File: src/hw/rtl/radius_outlier_filter_2d_macros.svh
// ----------------------------------------------------------------------------
// Assertion macros for the radius outlier filter
// Clocked implication checks with asynchronous reset disable.
// ----------------------------------------------------------------------------
`ifndef RADIUS_OUTLIER_FILTER_2D_MACROS_SVH
`define RADIUS_OUTLIER_FILTER_2D_MACROS_SVH

// same-cycle implication
`define ROF_ASSERT_IMPLY(lbl, ck, rn, a, c) \
	lbl: assert property (@(posedge ck) disable iff (!rn) (a) |-> (c)) \
		else $error("same-cycle implication violated");

// next-cycle implication
`define ROF_ASSERT_NEXT(lbl, ck, rn, a, c) \
	lbl: assert property (@(posedge ck) disable iff (!rn) (a) |=> (c)) \
		else $error("next-cycle implication violated");

`endif

File: src/hw/rtl/rof_pkg.sv
// ----------------------------------------------------------------------------
// rof_pkg
// Types and constants shared by the radius outlier filter modules.
// ----------------------------------------------------------------------------
`default_nettype none

package rof_pkg;

	localparam int COORD_W  = 20;
	localparam int SLOT_W   = 12;
	localparam int CNT_W    = 8;
	localparam int RAD_W    = 42;
	localparam int OP_W     = 2;
	localparam int FAULT_W  = 2;
	localparam int REG_IDX_W = 2;
	localparam int REG_DATA_W = 42;

	localparam logic [OP_W-1:0] OP_LOAD     = 2'd0;
	localparam logic [OP_W-1:0] OP_CLASSIFY = 2'd1;
	localparam logic [OP_W-1:0] OP_CLEAR    = 2'd2;
	localparam logic [OP_W-1:0] OP_NONE     = 2'd3;

	localparam logic [FAULT_W-1:0] FAULT_NONE = 2'd0;
	localparam logic [FAULT_W-1:0] FAULT_FULL = 2'd1;
	localparam logic [FAULT_W-1:0] FAULT_SLOT = 2'd2;

	localparam logic [REG_IDX_W-1:0] REG_MIN_NEIGHBORS = 2'd0;
	localparam logic [REG_IDX_W-1:0] REG_RADIUS_SQ     = 2'd1;
	localparam logic [REG_IDX_W-1:0] REG_REMOVE_ZERO   = 2'd2;

	localparam logic [CNT_W-1:0] MIN_NEIGHBORS_RST = 8'd5;
	localparam logic [RAD_W-1:0] RADIUS_SQ_RST     = 42'd40000;

	typedef struct packed {
		logic [OP_W-1:0]           operation;
		logic signed [COORD_W-1:0] point_x;
		logic signed [COORD_W-1:0] point_y;
		logic signed [COORD_W-1:0] point_z;
		logic                      point_finite;
		logic [SLOT_W-1:0]         query_slot;
	} in_item_t;

	typedef struct packed {
		logic                      accepted;
		logic [SLOT_W-1:0]         slot_index;
		logic                      keep;
		logic [CNT_W-1:0]          neighbor_count;
		logic signed [COORD_W-1:0] out_x;
		logic signed [COORD_W-1:0] out_y;
		logic signed [COORD_W-1:0] out_z;
		logic [FAULT_W-1:0]        fault;
	} out_item_t;

	typedef struct packed {
		logic signed [COORD_W-1:0] z;
		logic signed [COORD_W-1:0] y;
		logic signed [COORD_W-1:0] x;
	} point_t;

	typedef struct packed {
		logic accept;
		logic ref_read;
		logic scan_issue;
		logic emit;
	} ctrl_cmd_t;

	typedef struct packed {
		logic classify_ok;
		logic scan_last;
		logic busy;
		logic out_free;
	} ctrl_status_t;

endpackage

`default_nettype wire

File: src/hw/rtl/rof_ctrl.sv
// ----------------------------------------------------------------------------
// rof_ctrl
// Sequencer: accepts a transaction, runs the neighbor scan, emits the result.
// ----------------------------------------------------------------------------
`default_nettype none

module rof_ctrl (
	input  logic                  clk,
	input  logic                  arst_n,
	input  logic                  item_valid,
	output logic                  item_ready,
	input  rof_pkg::ctrl_status_t status,
	output rof_pkg::ctrl_cmd_t    cmd
);

	import rof_pkg::*;

	localparam logic [2:0] ST_IDLE  = 3'd0;
	localparam logic [2:0] ST_REF   = 3'd1;
	localparam logic [2:0] ST_SCAN  = 3'd2;
	localparam logic [2:0] ST_DRAIN = 3'd3;
	localparam logic [2:0] ST_EMIT  = 3'd4;

	logic [2:0] state_q;
	logic [2:0] state_d;

	always_comb begin
		state_d = state_q;
		case (state_q)
			ST_IDLE: begin
				if (item_valid) begin
					state_d = status.classify_ok ? ST_REF : ST_EMIT;
				end
			end
			ST_REF, ST_SCAN: begin
				state_d = status.scan_last ? ST_DRAIN : ST_SCAN;
			end
			ST_DRAIN: begin
				if (!status.busy) begin
					state_d = ST_EMIT;
				end
			end
			ST_EMIT: begin
				if (status.out_free) begin
					state_d = ST_IDLE;
				end
			end
			default: begin
				state_d = ST_IDLE;
			end
		endcase
	end

	always_ff @(posedge clk or negedge arst_n) begin
		if (!arst_n) begin
			state_q <= ST_IDLE;
		end else begin
			state_q <= state_d;
		end
	end

	assign item_ready     = (state_q == ST_IDLE);
	assign cmd.accept     = (state_q == ST_IDLE) && item_valid;
	assign cmd.ref_read   = (state_q == ST_REF);
	assign cmd.scan_issue = (state_q == ST_REF) || (state_q == ST_SCAN);
	assign cmd.emit       = (state_q == ST_EMIT) && status.out_free;

endmodule

`default_nettype wire

File: config.mk
export PLATFORM = sky130hd
export DESIGN_NAME = rof_ctrl
export DESIGN_NICKNAME = d
export VERILOG_FILES = /design/src/hw/rtl/radius_outlier_filter_2d_macros.svh /design/src/hw/rtl/rof_pkg.sv /design/src/hw/rtl/rof_ctrl.sv
export SDC_FILE = /design/constraint.sdc
export NUM_CORES = 1
export LEC_CHECK = 0
export BUFFER_PORTS_ARGS = -buffer_cell sky130_fd_sc_hd__buf_2
export CAP_MARGIN = 20
export CORE_AREA = 2 2 39 41
export DETAILED_ROUTE_END_ITERATION = 8
export DIE_AREA = 0 0 41 43
export GPL_TIMING_DRIVEN = 0
export PLACE_DENSITY = 0.39
export RECOVER_POWER = 25
export SLEW_MARGIN = 20
export SYNTH_ARGS = -nofsm -noshare
export SYNTH_HDL_FRONTEND = slang
export SYNTH_SLANG_ARGS = --single-unit
File: constraint.sdc
create_clock -name clk -period 1.4 [get_ports clk]
set_input_delay 0.07 -clock clk [delete_from_list [all_inputs] [get_ports clk]]
set_output_delay 0.07 -clock clk [all_outputs]
set_load 0.005 [all_outputs]
After elaboration in Yosys (flattened, before gate mapping)
Index checks and enable logic that the tools add are counted.

Bits in registers: 3. Input bits: 7. Output and inout bits: 5. Logic and storage cells: 20.

Eq/ne operators: 7. Mux-type cells: 6. Reductions and logical operators: 6.

Operators with widths (number): 2-to-1 mux 3 bit (4); case mux 3 bit (4 select lines) (1); equality test 3 x 2 -> 1 bit (second input constant) (2); inequality test 2 bit (second input constant) (3); equality test 3 x 1 -> 1 bit (second input constant) (1); equality test 3 bit (second input constant) (1); logical NOT 3 bit (1); AND reduction 3 bit (1); logical AND 1 bit (2); OR reduction 2 bit (1); logical OR 1 bit (1); 2-to-1 mux 1 bit (1).

Depth between registers and ports, before layout
Gate-level depths: netlist (run 1).

Depth after elaboration: 3. Depth in mapped cells: 4. Mapped depth without buffers: 3.

Worst setup path before layout (run 1)
No wires, ideal clock.

Path type: flip-flop to flip-flop. Start: register state_q[0]. End: register state_q[0]. Arrival: 0.924 ns. Data required time: 1.289 ns. Path slack: 0.365 ns. Stages on the path, launching flop included: 4. Buffers on the path: 1. Period minus slack after synthesis: 1.035 ns. Path through: dfrtp_1 -> buf_6 -> mux2i_1 -> a2111oi_2.

Word-level cells in the longest chain between the ends: 3. Elaborated cells on any way between the ends: 11. Classes of those cells: eq/ne (7); mux (1); reduce/logical (3).

Ends and longest elaborated chain: start, declared (RTL line rof_ctrl.sv:24) `logic [2:0] state_q;`; start signal, assigned (RTL line rof_ctrl.sv:58) `state_q <= state_d;`; equality test 3 x 1 -> 1 bit, or another cell as far along (RTL line rof_ctrl.sv:29) `case (state_q)`; OR reduction 2 bit / inequality test 2 bit (equally long branches); case mux 3 bit (4 select lines) / AND reduction 3 bit (equally long branches).

Parallel ways exist; a longest one is shown, timed or not. A chain may end at the register's enable or synchronous reset.

==> results of run 1 <==
placed cells by master (no fill, tap or decap):
| cell | count |
|---|---|
| nor3_1 | 3 |
| mux2i_1 | 1 |
| nand2_1 | 1 |
| buf_2 | 11 |
| clkbuf_4 | 3 |
| nor2b_1 | 1 |
| and2_1 | 1 |
| dfrtp_1 | 3 |
| a211oi_1 | 1 |
| a31oi_1 | 1 |
| inv_1 | 1 |
| and3_1 | 1 |
| a2111oi_2 | 1 |
| buf_6 | 1 |
| dlygate4sd3_1 | 1 |
| nor2_1 | 1 |
| nor3b_1 | 1 |
| clkbuf_1 | 2 |
| and3b_1 | 1 |
| o22ai_1 | 1 |
| xnor2_1 | 1 |
| nor2_2 | 1 |
worst max path at each step:
stage / endpoint / slack (ps) / cells past startpoint
after global routing: cmd[0] / 8 / 4
after floorplan: state_q[0]$_DFFE_PN0P_ / 360 / 3
after detailed placement: state_q[2]$_DFFE_PN0P_ / 290 / 4
after global placement: state_q[2]$_DFFE_PN0P_ / 300 / 4
after CTS: cmd[0] / 70 / 4
final: cmd[3] / 130 / 4
routing by layer:
layer  global-route usage  share of wire  up-vias
li1                     -              -      115
met1              0.09936           0.51       97
met2              0.09063           0.35       17
met3              0.06283           0.14        0
met4              0.04000              0        0
met5                    0              0        -
power groups by stage:
stage / combinational [uW] / sequential [uW] / clock [uW]
after global routing: 448 / 183 / 172
after floorplan: 277 / 162 / 0
final: 392 / 172 / 153
after global placement: 392 / 173 / 0
after CTS: 394 / 175 / 160
after detailed placement: 389 / 176 / 0
worst register-to-register path: cells and delay by family (launching register included):
| family | cells | cell delay (ps) |
|---|---|---|
| flip-flops | 1 | 350 |
| AND/OR/NAND/NOR | 1 | 200 |
| AO/OA/AOI/OAI | 2 | 260 |
| buffers and inverters | 1 | 170 |
layout make-up:
cell class              count  share of cell area
clock buffers               4             0.08140
multi-input cells          17              0.3643
flip-flops and latches      3              0.2326
inverters                   1             0.01163
repair buffers             12              0.1977
well taps                  16             0.06202
plain buffers               2             0.05039
through the flow:
step                hold WS [ps]  std cells  power [uW]
finish                     38.73         55       717.6
CTS                        34.50         55       728.7
detailed placement        -133.3         50       565.1
floorplan                 -225.6         23       438.6
global route               44.16         55       803.6
global placement          -131.5         50       564.9
cells by family after synthesis:
group / Yosys count / synth area share
and+or+nand+nor: 11 / 0.2917
muxes: 1 / 0.04762
DFF: 3 / 0.3571
xor gates and xnor gates: 1 / 0.04167
AOI/OAI and AO/OA: 4 / 0.1667
buffers and inverters: 3 / 0.09519
what timing repair did:
item                                    in CTS  in global routing
hold endpoints to repair                     3                  0
endpoints found under the setup margin       0                  1
hold buffers                                 1                  0
gates resized for setup                      0                  1
==> impl_metrics.csv, run 1 <==
group,metric,value,unit
clock_network,clockBufferDepth,2,
setup_path,critPathTopFamily,"simple AND/OR/NAND/NOR gates",
floorplan,core_area,1384,um2
finish,largest_registers,"state_q: 3 flops",
detailed_routing,wirelength,526,um
power,p_int,439.7,uW
detailed_routing,avgRoutedWirePerCell,9.564,um
setup_path,reg2reg_slack,290,ps
yosys,synth_top_area_share,0.3571,
finish,multi_input_area,117.6,um2
finish,layout.nets,47,
timing,fmax,785.0,MHz
timing,period_minus_slack,1274,ps
finish,n_fill_cell,158,
floorplan,boundaryPins,12,
detailed_routing,drt_iter0_drc,1,
finish,syn_to_final_growth,53.57,%
yosys,synth.net_count,30,
yosys,yosysSeqAreaShare,0.3571,
setup_path,critical_path.max_stage_delay,350,ps
clock_network,cts_buffers,3,
global_routing,grt_usage,0.07823,
detailed_routing,vias,229,
global_routing,antenna_found_initial,0,
floorplan,start_util,0.1519,
timing,setup_slack,126.1,ps
floorplan,die_area,1763,um2
setup_path,reg2reg_depth,4,
finish,final_layout_size_suffix_gt1_frac,0.4359,
yosys,synth_cell_type_count,18,
power,p_comb_frac,0.547,
clock_network,cts-root-buf,"clkbuf_4",
floorplan,die_w,41,um
timing,rsz0062_at_grt,"no",
global_routing,grt_pass1_vias,225,
setup_path,cp.required,1330,ps
clock_network,cts_setup_buffers,0,
place,hpwl,386.6,um
yosys,yosysTopAreaCell,"dfrtp_1",
place,gp_congestion,0.6065,
power,seqPwrFrac,0.240,
finish,utilization,0.2333,
timing,tightest_slew,269.9,ps
power,p_clk_frac,0.213,
setup_path,cp-start-kind,"register",
setup_path,path_cells,"buf_2, nor3_1, and2_1, buf_2",
clock_network,cts_tree,"done",
min_path,hold_start,"status[0]",
finish,area.sequential,75.07,um2
global_routing,grt_max_degree,10,
global_routing,grt_first_pass_wirelength,883,um
setup_path,setup.worst_path.end_class,"output pin",
finish,largest_reg_flops,3,
status,run_status,"complete, no violations",
detailed_routing,via_per_inst,4.164,
yosys,synth_edf_count,0,
place,port_buffers,11,
power,ir_worst_vdd,0.0006719,V
yosys,avgSynthCellArea,9.139,um2
detailed_routing,dr.pass1.iters,4,
yosys,synth_area,210.2,um2
timing,tns,0,ps
timing,maxSlewViolCount,0,
min_path,whs_path_depth,2,
setup_path,cp_common_cell,"buf_2",
finish,antenna_cells,0,
timing,setup_viol,0,
detailed_routing,antenna_left,0,
min_path,min_path_type,"input pin to register",
floorplan,rows,14,
power,switchingPower,277.9,uW
yosys,synthTopCellsByCount,"dfrtp_1 (3), nor3_1 (3), nor2_1 (2)",
setup_path,crit_arrival,1200,ps
place,dp_slack,294.0,ps
power,powerDensity,2223,nW/um2
power,switching_share,0.3873,
timing,hold_viol_final,0,
yosys,yosys_warnings,0,
timing,slew_headroom,0.8201,
detailed_routing,drc,0,
setup_path,startpoint,"state_q[1]$_DFFE_PN0P_",
finish,top_register,"state_q",
setup_path,worstPathMaxFanout,8,
yosys,synthArstFlopShare,1.000,
setup_path,reg2reg_from,"state_q[1]$_DFFE_PN0P_",
finish,design_area,322.8,um2
setup_path,crit_type,"register to output pin",
global_routing,overflow,0,
clock_network,clock_sinks,3,
power,cellLeakagePower,0.0001578,uW
clock_network,htree_levels,1,
setup_path,reg2reg_to,"state_q[2]$_DFFE_PN0P_",
setup_path,critPathBufInv,2,
timing,finalClockSkew,1.672,ps
clock_network,clk_latency,230,ps
flow_run,maxCapViolCount,0,
setup_path,critical_path.slowest_cell,"dfrtp_1",
clock_network,clk_pin_slew_worst_paths,40,ps
floorplan,die_h,43,um
yosys,yosys_most_used_dff,"dfrtp_1",
min_path,hold_path_end,"state_q[2]$_DFFE_PN0P_",
yosys,ys_seq_elements,3,
place,placed_cell_area,285.3,um2
timing,post-route-period-util,0.9099,
yosys,syn_inst,23,
yosys,synth_area_leaders,"dfrtp_1 (36%), nor3_1 (7.1%), a2111oi_2 (7.1%), buf_6 (5.4%), mux2i_1 (4.8%)",
No activity file was read; power rests on OpenSTA's default activity.
==> run 2, diff against run 1 <==
--- a/config.mk
+++ b/config.mk
@@ -5,6 +5,7 @@
 export SDC_FILE = /design/constraint.sdc
 export NUM_CORES = 1
 export LEC_CHECK = 0
+export ABC_CLOCK_PERIOD_IN_PS = 1350
 export BUFFER_PORTS_ARGS = -buffer_cell sky130_fd_sc_hd__buf_2
 export CAP_MARGIN = 20
 export CORE_AREA = 2 2 39 41
==> constraint.sdc (replaced) <==
create_clock -name clk -period 1.35 [get_ports clk]
set_input_delay 0.0675 -clock clk [delete_from_list [all_inputs] [get_ports clk]]
set_output_delay 0.0675 -clock clk [all_outputs]
set_load 0.005 [all_outputs]
==> impl_metrics.csv, run 2 (synthesized netlist as in run 1, its figures left out) <==
group,metric,value,unit
status,run_status,"complete, no violations",
finish,largest_registers,"state_q: 3 flops",
timing,setup_viol,0,
clock_network,clk_latency,230,ps
min_path,min_path_type,"input pin to register",
power,seqPwrFrac,0.235,
timing,fmax,805.2,MHz
finish,layout.nets,47,
timing,hold_viol_final,0,
power,switching_share,0.3970,
floorplan,die_w,41,um
place,dp_slack,244.0,ps
clock_network,htree_levels,1,
power,p_clk_frac,0.204,
clock_network,cts_setup_buffers,0,
power,p_comb_frac,0.561,
floorplan,boundaryPins,12,
finish,final_layout_size_suffix_gt1_frac,0.4615,
place,gp_congestion,0.6065,
timing,setup_slack,108.0,ps
setup_path,cp-start-kind,"register",
clock_network,cts_tree,"done",
floorplan,core_area,1384,um2
power,cellLeakagePower,0.0001601,uW
finish,utilization,0.2405,
setup_path,crit_arrival,1170,ps
detailed_routing,avgRoutedWirePerCell,9.709,um
detailed_routing,antenna_left,0,
floorplan,rows,14,
detailed_routing,dr.pass1.iters,3,
clock_network,clk_pin_slew_worst_paths,40,ps
clock_network,clockBufferDepth,2,
power,ir_worst_vdd,0.0007261,V
finish,antenna_cells,0,
timing,tns,0,ps
clock_network,clock_sinks,3,
finish,final_cell_mix,"buf_2 (11), clkbuf_4 (3), dfrtp_1 (3)",
timing,slew_headroom,0.8051,
timing,finalClockSkew,1.699,ps
global_routing,grt_usage,0.07823,
clock_network,cts_buffers,3,
finish,stdcell_count,55,
detailed_routing,drc,0,
timing,tightest_slew,292.4,ps
clock_network,cts-root-buf,"clkbuf_4",
place,dp_cells,50,
finish,top_register,"state_q",
finish,syn_to_final_growth,58.33,%
power,switchingPower,307.2,uW
global_routing,antenna_found_initial,0,
floorplan,start_util,0.1519,
global_routing,grt_max_degree,10,
detailed_routing,wirelength,534,um
setup_path,cp.required,1280,ps
floorplan,die_h,43,um
timing,post-route-period-util,0.9200,
setup_path,crit_type,"register to output pin",
timing,maxSlewViolCount,0,
place,hpwl,386.6,um
power,power,773.9,uW
place,port_buffers,11,
power,p_int,466.7,uW
global_routing,grt_first_pass_wirelength,883,um
finish,largest_reg_flops,3,
power,powerDensity,2325,nW/um2
global_routing,grt_pass1_vias,225,
detailed_routing,via_per_inst,4.200,
setup_path,worstPathMaxFanout,8,
global_routing,overflow,0,
timing,period_minus_slack,1242,ps
finish,final_common_cell,"buf_2",
setup_path,setup.worst_path.end_class,"output pin",
floorplan,die_area,1763,um2
finish,n_fill_cell,157,
detailed_routing,drt_iter0_drc,1,
timing,rsz0062_at_grt,"no",
detailed_routing,vias,231,
flow_run,maxCapViolCount,0,
-- run 2: repair_timing --
action                                  CTS  global route
gates resized for setup                   0             3
hold buffers                              1             0
endpoints found under the hold margin     3             0
endpoints found under the setup margin    0             2
-- run 2: power groups by stage --
stage                     clock network (uW)  logic, uW  registers [uW]
final                                    158        434             182
after global routing                     179        490             193
after CTS                                166        409             181
after detailed placement                   0        403             183
after global placement                     0        406             179
after floorplan                            0        287             168
-- run 2: area by class of cell --
cell class / instances / area [um2] / share of cell area
timing repair buffer: 12 / 63.81 / 0.1917
tap: 16 / 20.02 / 0.06015
multi-input combinational: 17 / 127.6 / 0.3835
clock buffer: 4 / 26.28 / 0.07895
sequential: 3 / 75.07 / 0.2256
inverter: 1 / 3.754 / 0.01128
buffer: 2 / 16.27 / 0.04887
-- run 2: critical path: stages (launching register included) --
cell and delay, ps:
dfrtp_1 350, buf_2 180, nor3_2 170, and2_1 140, buf_2 100
-- run 2: layer usage --
metal / wire (um) / GRT usage / vias to the layer above / part of all wire
met2: 188 / 0.09063 / 14 / 0.35
li1: - / - / 115 / -
met5: 0 / 0 / - / 0
met1: 275 / 0.09936 / 102 / 0.51
met4: 0 / 0.04000 / 0 / 0
met3: 70 / 0.06283 / 0 / 0.13
-- run 2: final timing paths --
path | start | to | slack (ps) | cells after the start
max reg2reg | state_q[1]$_DFFE_PN0P_ | state_q[2]$_DFFE_PN0P_ | 230 | 4
min in group asynchronous | arst_n | state_q[2]$_DFFE_PN0P_ | 170 | 2
max in group asynchronous | arst_n | state_q[1]$_DFFE_PN0P_ | 1030 | 2
max | state_q[1]$_DFFE_PN0P_ | cmd[3] | 110 | 4
min | status[0] | state_q[2]$_DFFE_PN0P_ | 40 | 2
min reg2reg | state_q[2]$_DFFE_PN0P_ | state_q[0]$_DFFE_PN0P_ | 620 | 1
-- run 2: through the flow --
step,cell area [um2],hold slack [ps]
after global routing,332.8,41.66
after CTS,321.6,32.00
final,332.8,36.98
after detailed placement,285.3,-135.8
after global placement,285.3,-134.0
after floorplan,210.2,-228.1
